`src/design/pidct_pkg.sv`:
```
package pidct_pkg;

  localparam int unsigned SampleW = 16;
  localparam int unsigned LimitW  = 15;
  localparam int unsigned CfgIdxW = 3;
  localparam int unsigned CfgDataW = 16;
  localparam int unsigned WideW   = 26;

  localparam logic [CfgIdxW-1:0] CFG_PROP_GAIN   = 3'd0;
  localparam logic [CfgIdxW-1:0] CFG_INTEG_GAIN  = 3'd1;
  localparam logic [CfgIdxW-1:0] CFG_DERIV_GAIN  = 3'd2;
  localparam logic [CfgIdxW-1:0] CFG_INTEG_THRESH = 3'd3;
  localparam logic [CfgIdxW-1:0] CFG_ERROR_LIMIT = 3'd4;
  localparam logic [CfgIdxW-1:0] CFG_PROP_LIMIT  = 3'd5;
  localparam logic [CfgIdxW-1:0] CFG_INTEG_LIMIT = 3'd6;
  localparam logic [CfgIdxW-1:0] CFG_OUTPUT_LIMIT = 3'd7;

  typedef struct packed {
    logic signed [SampleW-1:0] prop_gain;
    logic signed [SampleW-1:0] integ_gain;
    logic signed [SampleW-1:0] deriv_gain;
    logic signed [SampleW-1:0] integral_threshold;
    logic [LimitW-1:0]         error_limit;
    logic [LimitW-1:0]         prop_limit;
    logic [LimitW-1:0]         integ_limit;
    logic [LimitW-1:0]         output_limit;
  } pidct_cfg_t;

  typedef struct packed {
    logic signed [SampleW-1:0] setpoint;
    logic signed [SampleW-1:0] measured;
    logic                      clear_history;
  } pidct_item_t;

  typedef struct packed {
    logic signed [SampleW-1:0] drive;
    logic signed [SampleW-1:0] p_term;
    logic signed [SampleW-1:0] i_term;
    logic signed [SampleW-1:0] d_term;
  } pidct_result_t;

  typedef struct packed {
    logic signed [SampleW-1:0] prev_err;
    logic signed [SampleW-1:0] integ;
  } pidct_state_t;

  // symmetric clamp to +/- lim, result fits 16 bits since lim < 2^15
  function automatic logic signed [SampleW-1:0] clamp_sym(
    input logic signed [WideW-1:0] v,
    input logic [LimitW-1:0]       lim
  );
    logic signed [WideW-1:0] pos;
    logic signed [WideW-1:0] neg;
    logic signed [WideW-1:0] res;
    pos = $signed({{(WideW-LimitW){1'b0}}, lim});
    neg = -pos;
    if (v > pos) begin
      res = pos;
    end else if (v < neg) begin
      res = neg;
    end else begin
      res = v;
    end
    return res[SampleW-1:0];
  endfunction

endpackage

```
`src/design/pidct_if.sv`:
```
interface pidct_in_if import pidct_pkg::*; ();
  logic                      valid;
  logic                      ready;
  logic signed [SampleW-1:0] setpoint;
  logic signed [SampleW-1:0] measured;
  logic                      clear_history;

  modport source (output valid, setpoint, measured, clear_history, input ready);
  modport sink (input valid, setpoint, measured, clear_history, output ready);
endinterface

interface pidct_out_if import pidct_pkg::*; ();
  logic                      valid;
  logic                      ready;
  logic signed [SampleW-1:0] drive;
  logic signed [SampleW-1:0] p_term;
  logic signed [SampleW-1:0] i_term;
  logic signed [SampleW-1:0] d_term;

  modport source (output valid, drive, p_term, i_term, d_term, input ready);
  modport sink (input valid, drive, p_term, i_term, d_term, output ready);
endinterface

```
`src/design/pidct_cfg_regs.sv`:
```
module pidct_cfg_regs import pidct_pkg::*; (
  input  logic                clk,
  input  logic                rst_n,
  input  logic                cfg_we,
  input  logic [CfgIdxW-1:0]  cfg_index,
  input  logic [CfgDataW-1:0] cfg_wdata,
  output pidct_cfg_t          cfg
);

  pidct_cfg_t cfg_r;
  pidct_cfg_t cfg_nxt;

  always_comb begin
    cfg_nxt = cfg_r;
    if (cfg_we) begin
      unique case (cfg_index)
        CFG_PROP_GAIN:    cfg_nxt.prop_gain          = $signed(cfg_wdata);
        CFG_INTEG_GAIN:   cfg_nxt.integ_gain         = $signed(cfg_wdata);
        CFG_DERIV_GAIN:   cfg_nxt.deriv_gain         = $signed(cfg_wdata);
        CFG_INTEG_THRESH: cfg_nxt.integral_threshold = $signed(cfg_wdata);
        CFG_ERROR_LIMIT:  cfg_nxt.error_limit        = cfg_wdata[LimitW-1:0];
        CFG_PROP_LIMIT:   cfg_nxt.prop_limit         = cfg_wdata[LimitW-1:0];
        CFG_INTEG_LIMIT:  cfg_nxt.integ_limit        = cfg_wdata[LimitW-1:0];
        CFG_OUTPUT_LIMIT: cfg_nxt.output_limit       = cfg_wdata[LimitW-1:0];
        default:          cfg_nxt = cfg_r;
      endcase
    end
  end

  always_ff @(posedge clk) begin
    if (!rst_n) begin
      cfg_r.prop_gain          <= '0;
      cfg_r.integ_gain         <= '0;
      cfg_r.deriv_gain         <= '0;
      cfg_r.integral_threshold <= 16'sh7FFF;
      cfg_r.error_limit        <= '1;
      cfg_r.prop_limit         <= '1;
      cfg_r.integ_limit        <= '1;
      cfg_r.output_limit       <= '1;
    end else begin
      cfg_r <= cfg_nxt;
    end
  end

  assign cfg = cfg_r;

endmodule

```
`src/design/pidct_datapath.sv`:
```
module pidct_datapath import pidct_pkg::*; #(
  parameter int unsigned D_LIMIT = 32767
) (
  input  pidct_cfg_t    cfg,
  input  pidct_item_t   item,
  input  pidct_state_t  state,
  output pidct_result_t result,
  output pidct_state_t  state_nxt
);

  localparam logic [LimitW-1:0] DLim = LimitW'(D_LIMIT);

  logic signed [SampleW:0]     err_raw;
  logic signed [SampleW-1:0]   err;
  logic signed [2*SampleW-1:0] p_prod;
  logic signed [2*SampleW-1:0] i_prod;
  logic signed [SampleW:0]     err_diff;
  logic signed [2*SampleW+1:0] d_prod;
  logic signed [WideW-1:0]     i_acc;
  logic signed [SampleW-1:0]   p_val;
  logic signed [SampleW-1:0]   i_val;
  logic signed [SampleW-1:0]   d_val;
  logic signed [SampleW+1:0]   sum;
  logic signed [SampleW-1:0]   drive_val;

  assign err_raw = $signed({item.setpoint[SampleW-1], item.setpoint})
                 - $signed({item.measured[SampleW-1], item.measured});
  assign err = clamp_sym(WideW'(err_raw), cfg.error_limit);

  assign p_prod = cfg.prop_gain * err;
  assign p_val  = clamp_sym(WideW'($signed(p_prod[2*SampleW-1:8])), cfg.prop_limit);

  assign i_prod = cfg.integ_gain * err;
  assign i_acc  = WideW'(state.integ) + WideW'($signed(i_prod[2*SampleW-1:8]));
  assign i_val  = (err < cfg.integral_threshold) ? clamp_sym(i_acc, cfg.integ_limit)
                                                 : '0;

  assign err_diff = $signed({err[SampleW-1], err})
                  - $signed({state.prev_err[SampleW-1], state.prev_err});
  assign d_prod = $signed({cfg.deriv_gain[SampleW-1], cfg.deriv_gain}) * err_diff;
  assign d_val  = clamp_sym($signed(d_prod[WideW+7:8]), DLim);

  assign sum = (SampleW+2)'(p_val) + (SampleW+2)'(i_val) + (SampleW+2)'(d_val);
  assign drive_val = clamp_sym(WideW'(sum), cfg.output_limit);

  always_comb begin
    if (item.clear_history) begin
      result    = '0;
      state_nxt = '0;
    end else begin
      result.drive       = drive_val;
      result.p_term      = p_val;
      result.i_term      = i_val;
      result.d_term      = d_val;
      state_nxt.prev_err = err;
      state_nxt.integ    = i_val;
    end
  end

endmodule

```
`src/design/pid_controller_clamped_terms_core.sv`:
```
// PID step with clamped P, I and D terms and integral separation. Each accepted word
// (setpoint, measured, clear_history) yields one result word (drive, p_term, i_term,
// d_term) via the input and result registers; one word per cycle is sustained while
// out_ch.ready is high. The input register feeds a combinational term datapath whose
// updated error and integral are written back in the same cycle the result register
// loads, so successive words see their predecessor's state. in_ch.ready drops only
// while both registers hold words and the result is stalled. Gains are signed Q8.8;
// products shift right by 8 rounding to minus infinity. The user must write registers via
// cfg_we/cfg_index/cfg_wdata only while no word is in flight; not enforced by the block.
module pid_controller_clamped_terms_core import pidct_pkg::*; #(
  parameter int unsigned D_LIMIT = 32767
) (
  input  logic                clk,
  input  logic                rst_n,
  pidct_in_if.sink            in_ch,
  pidct_out_if.source         out_ch,
  input  logic                cfg_we,
  input  logic [CfgIdxW-1:0]  cfg_index,
  input  logic [CfgDataW-1:0] cfg_wdata
);

  pidct_cfg_t    cfg;
  pidct_item_t   item_r;
  logic          item_vld_r;
  pidct_result_t result;
  pidct_result_t res_r;
  logic          res_vld_r;
  pidct_state_t  state_r;
  pidct_state_t  state_nxt;
  logic          adv;
  logic          in_acc;

  pidct_cfg_regs u_cfg (
    .clk       (clk),
    .rst_n     (rst_n),
    .cfg_we    (cfg_we),
    .cfg_index (cfg_index),
    .cfg_wdata (cfg_wdata),
    .cfg       (cfg)
  );

  pidct_datapath #(.D_LIMIT(D_LIMIT)) u_dp (
    .cfg       (cfg),
    .item      (item_r),
    .state     (state_r),
    .result    (result),
    .state_nxt (state_nxt)
  );

  assign adv         = item_vld_r && (!res_vld_r || out_ch.ready);
  assign in_ch.ready = !item_vld_r || adv;
  assign in_acc      = in_ch.valid && in_ch.ready;

  always_ff @(posedge clk) begin
    if (!rst_n) begin
      item_vld_r <= 1'b0;
      res_vld_r  <= 1'b0;
      state_r    <= '0;
    end else begin
      if (in_ch.ready) begin
        item_vld_r <= in_ch.valid;
      end
      if (adv) begin
        res_vld_r <= 1'b1;
        state_r   <= state_nxt;
      end else if (out_ch.ready) begin
        res_vld_r <= 1'b0;
      end
    end
  end

  always_ff @(posedge clk) begin
    if (in_acc) begin
      item_r.setpoint      <= in_ch.setpoint;
      item_r.measured      <= in_ch.measured;
      item_r.clear_history <= in_ch.clear_history;
    end
    if (adv) begin
      res_r <= result;
    end
  end

  assign out_ch.valid  = res_vld_r;
  assign out_ch.drive  = res_r.drive;
  assign out_ch.p_term = res_r.p_term;
  assign out_ch.i_term = res_r.i_term;
  assign out_ch.d_term = res_r.d_term;

  a_ready_low_means_full: assert property (@(posedge clk) disable iff (!rst_n)
    !in_ch.ready |-> (item_vld_r && res_vld_r && !out_ch.ready))
    else $error("input stalled while a stage is free");

  a_state_holds: assert property (@(posedge clk) disable iff (!rst_n)
    !adv |=> $stable(state_r))
    else $error("controller state changed without a word moving");

  a_clear_zeroes: assert property (@(posedge clk) disable iff (!rst_n)
    (adv && item_r.clear_history) |=> (state_r == '0 && out_ch.drive == '0 &&
      out_ch.p_term == '0 && out_ch.i_term == '0 && out_ch.d_term == '0))
    else $error("clear request left history or result nonzero");

  a_integ_matches: assert property (@(posedge clk) disable iff (!rst_n)
    adv |=> (out_ch.i_term == state_r.integ))
    else $error("reported integral differs from stored integral");

endmodule
```
`src/flat_wrapper.sv`:
```
// flat-port wrapper written by rule: the top's interface ports become plain ports
module pid_controller_clamped_terms_core_flat import pidct_pkg::*;
#(
  parameter int unsigned D_LIMIT = 32767
)
  (clk, rst_n, cfg_we, cfg_index, cfg_wdata, in_ch_valid, in_ch_setpoint, in_ch_measured, in_ch_clear_history, in_ch_ready, out_ch_valid, out_ch_drive, out_ch_p_term, out_ch_i_term, out_ch_d_term, out_ch_ready);
  pidct_in_if in_ch_i ();
  pidct_out_if out_ch_i ();
  input  logic clk;
  input  logic rst_n;
  input  logic cfg_we;
  input  logic [CfgIdxW-1:0] cfg_index;
  input  logic [CfgDataW-1:0] cfg_wdata;
  input wire logic [$bits(in_ch_i.valid)-1:0] in_ch_valid;
  input wire logic [$bits(in_ch_i.setpoint)-1:0] in_ch_setpoint;
  input wire logic [$bits(in_ch_i.measured)-1:0] in_ch_measured;
  input wire logic [$bits(in_ch_i.clear_history)-1:0] in_ch_clear_history;
  output wire logic [$bits(in_ch_i.ready)-1:0] in_ch_ready;
  output wire logic [$bits(out_ch_i.valid)-1:0] out_ch_valid;
  output wire logic [$bits(out_ch_i.drive)-1:0] out_ch_drive;
  output wire logic [$bits(out_ch_i.p_term)-1:0] out_ch_p_term;
  output wire logic [$bits(out_ch_i.i_term)-1:0] out_ch_i_term;
  output wire logic [$bits(out_ch_i.d_term)-1:0] out_ch_d_term;
  input wire logic [$bits(out_ch_i.ready)-1:0] out_ch_ready;
  assign in_ch_i.valid = in_ch_valid;
  assign in_ch_i.setpoint = in_ch_setpoint;
  assign in_ch_i.measured = in_ch_measured;
  assign in_ch_i.clear_history = in_ch_clear_history;
  assign in_ch_ready = in_ch_i.ready;
  assign out_ch_valid = out_ch_i.valid;
  assign out_ch_drive = out_ch_i.drive;
  assign out_ch_p_term = out_ch_i.p_term;
  assign out_ch_i_term = out_ch_i.i_term;
  assign out_ch_d_term = out_ch_i.d_term;
  assign out_ch_i.ready = out_ch_ready;
  pid_controller_clamped_terms_core #(.D_LIMIT(D_LIMIT)) u_core (.clk(clk), .rst_n(rst_n), .in_ch(in_ch_i), .out_ch(out_ch_i), .cfg_we(cfg_we), .cfg_index(cfg_index), .cfg_wdata(cfg_wdata));
endmodule
```
`config.mk`:
```
export PLATFORM = sky130hd
export DESIGN_NAME = pid_controller_clamped_terms_core_flat
export DESIGN_NICKNAME = d
export VERILOG_FILES = /design/src/design/pidct_pkg.sv /design/src/design/pidct_if.sv /design/src/design/pidct_cfg_regs.sv /design/src/design/pidct_datapath.sv /design/src/design/pid_controller_clamped_terms_core.sv /design/src/flat_wrapper.sv
export SDC_FILE = /design/constraint.sdc
export NUM_CORES = 2
export LEC_CHECK = 0
export ABC_AREA = 1
export BUFFER_PORTS_ARGS = -buffer_cell sky130_fd_sc_hd__buf_2
export CORE_MARGIN = 2
export CORE_UTILIZATION = 55
export DETAILED_ROUTE_END_ITERATION = 8
export GPL_TIMING_DRIVEN = 0
export PLACE_DENSITY = 0.74
export REMOVE_ABC_BUFFERS = 1
export SETUP_SLACK_MARGIN = 0.02
export SYNTH_ARGS = -nofsm -noshare
export SYNTH_HDL_FRONTEND = slang
export SYNTH_SLANG_ARGS = --single-unit
```
`constraint.sdc`:
```
create_clock -name clk -period 17.2 [get_ports clk]
set_clock_uncertainty 0.05 [all_clocks]
set_input_delay 0.86 -clock clk [delete_from_list [all_inputs] [get_ports clk]]
set_output_delay 0.86 -clock clk [all_outputs]
set_load 0.05 [all_outputs]
```
==> reports/qor.yml <==
status: "finished, violations left"
violations: "max-capacitance violations, negative setup slack"
grt_pass1_vias: 43145
synth_ff_type: "dfxtp_1"
grt_use_met2_pct: 53.5
ant_nets: 0
setup_violations: 16
rsz0062_at_grt: "true"
postPlaceCellArea_um2: 50200
crit_fanout: 12
drive_above_1_share_pct: 14.3
syn_to_final_growth_pct: 14.5
top_usage_layer: "met2"
pin_count: 123
hold_start: "in_ch_setpoint[12]"
setup_ws_ps: -276
htree_levels: 2
hold_viol: 0
clock_sinks: 255
ys_seq_area_share_pct: 12.5
avgSynthCellArea_um2: 8.09
synth.most_common_cell: "inv_1"
grt_max_degree: 78
grt_pass1_wl_um: 239000
start_kind: "register"
die_y_um: 301
insertion_delay_ps: 600
antenna_found_initial: 5
rows: 109
synth-async-reset-ratio_pct: 0
gp_congestion: 0.964
dr.pass1.iters: 7
finalMaxSlewViolations: 0
initial_core_util_pct: 55.3
slowest_stage: "fa_1"
coreArea_um2: 88000
slowest_delay_ps: 550
worstHoldPathCells: 1
critical_path_class: "reg2reg"
timing.rr.end: "u_core.out_ch.drive[6]"
worstHoldPathType: "in2reg"
ys_warn_count: 0
hold_end: "u_core.item_r[29]"
yosys.area.top_type: "fa_1"
ys_ff_latch: 255
cp-end-kind: "register"
path_clk_slew_ps: 60
relSlewSlack_pct: 0.271
cts_hold_buf: 0
stdcell_area_um2: 55700
use_met1_pct: 43.8
regToRegStartpoint: "u_core.item_r[29]"
grt_use_total_pct: 34.5
synthCells: 6015
wl_per_cell_um: 21.3
vias_per_cell: 5.76
io_buffers: 122
ys_top_cells_by_area: "fa_1 (33%), ha_1 (13%), inv_1 (11%), nand2_1 (8.2%), dfxtp_1 (6.5%)"
route.detailed.drc: 0
min_period_over_period_pct: 102
num_vias: 42822
grtUsageMet3_pct: 8.68
arrival_ps: 17840
reg2regPathDepth: 106
clockBufferDepth: 3
rrSetupSlack_ps: -280
synth_common_cells: "inv_1 (1364), nand2_1 (1062), fa_1 (813)"
finalCriticalPeriod_ps: 17480
cts_tree: "built"
drv_cap: 1
dieArea_um2: 90800
synth_top_area_share_pct: 33.5
synth_edf_count: 97
cts_root_buf: "clkbuf_16"
final_nets: 7591
first_iter_violations: 3931
crit_required_ps: 17570
dp_hpwl_um: 113000
netlist_area_um2: 48600
worst_slew_pin_slew_ps: 1490
cts_buffers: 36
synth_cell_type_count: 72
gr-total-overflow: 0
drt_wl_total_um: 158000
die-width_um: 301
max_freq_mhz: 57.2
[worst max-delay path: cells and delay by family (launching register included)]
kind	cells	cell delay [ps]
fa+ha+maj	14	4990
compound gates	29	4620
simple gates	39	4060
buf+inv	20	2150
xor+xnor	4	920
flops	1	420
[worst max path at each step]
stage | slack [ps] | from | cells past startpoint | end
detailed placement | -5180 | u_core.item_r[1] | 106 | u_core.out_ch.drive[9]
global route | -1060 | u_core.item_r[2] | 108 | u_core.out_ch.drive[0]
CTS | 20 | u_core.item_r[1] | 111 | u_core.out_ch.drive[9]
finish | -280 | u_core.item_r[29] | 106 | u_core.out_ch.drive[6]
global placement | -4800 | u_core.item_r[1] | 106 | u_core.out_ch.drive[9]
floorplan | -70 | u_core.item_r[1] | 108 | u_core.out_ch.drive[11]
[flip-flops by register name, summed over array words and instances (netlist names)]
signal	flops
u_core.out_ch.valid	1
u_core.out_ch.i_term	16
u_core.out_ch.p_term	16
u_core.out_ch.drive	16
u_core.out_ch.d_term	16
u_core.item_r	33
u_core.u_cfg.cfg	124
u_core.item_vld_r	1
u_core.state_r	32
[layer usage]
metal	routed length, um	vias up	part of all wire (%)
met3	17800	589	11
met5	0	-	0
met1	59000	20884	37
met4	11200	0	7.1
met2	70300	2378	44
li1	-	18971	-
[cells in the final DEF (no fill, tap or decap), types with 13 or more instances in the layout]
cell,netlist,layout
a21oi_2,4,45
o21ai_2,12,26
nand4_1,24,24
nand2_1,1062,978
o211ai_1,89,89
xor2_2,0,13
or2_2,23,19
buf_12,2,13
edfxtp_1,97,97
o21ai_0,192,160
clkinv_1,30,20
nand3_2,18,26
a21o_1,22,22
o22ai_1,17,16
xor2_1,121,106
nand2_2,17,63
nor3_1,41,37
nor2_1,525,501
o21bai_1,17,16
nor2_2,11,29
o21ai_1,15,32
ha_1,486,442
nand3_1,122,104
nor4_1,14,13
xnor2_2,1,13
nand2_4,2,41
ha_4,0,39
clkbuf_16,0,39
clkinvlp_4,0,27
nand3_4,4,16
buf_4,4,185
fa_1,813,804
inv_2,13,29
xnor2_1,66,52
dfxtp_1,158,158
a31oi_1,33,30
buf_2,8,121
a21oi_1,327,277
inv_1,1364,1327
[cell type report]
class	count	area, um^2
fill	7300	32300
inverter	1409	5450
timing repair inverter	5	37.5
multi-input combinational	4188	38800
tap	1165	1460
clock inverter	21	283
timing repair buffer	340	2560
antenna	12	30.0
clock buffer	44	1010
sequential	255	6080
[through the flow]
step                      TNS (ps)  worst slack [ps]  util, %  std cells  hold WS, ps
after floorplan               -167             -74.5        -       5839          379
after global placement      -70470             -4800     56.8       7126          389
after detailed placement    -76200             -5180     57.1       7135          397
after CTS                        0              23.1     61.2       7346          370
after global routing        -15850             -1060     63.3       7429          371
final                        -3220              -276     63.3       7439          382
[kinds of logic after synthesis]
| family | Yosys count | share of synthesized area [%] |
|---|---|---|
| AND/OR/NAND/NOR | 1885 | 16.1 |
| buffers and inverters | 1585 | 12.4 |
| adder cells (fa/ha/maj) | 1299 | 46.0 |
| AO/OA/AOI/OAI | 800 | 9.68 |
| flip-flops | 255 | 12.5 |
| XOR/XNOR | 188 | 3.40 |
| multiplexers | 3 | 0.0617 |
[what timing repair did]
action                                  CTS  global route
cloned                                   17             1
endpoints found under the setup margin   17            16
pin swaps                                94           160
resized for setup                       248           282
setup buffers                           129            80
Power is left out: the tool's default activity adds up to more than one toggle a clock period on the data nets, which glitch-free logic cannot reach.
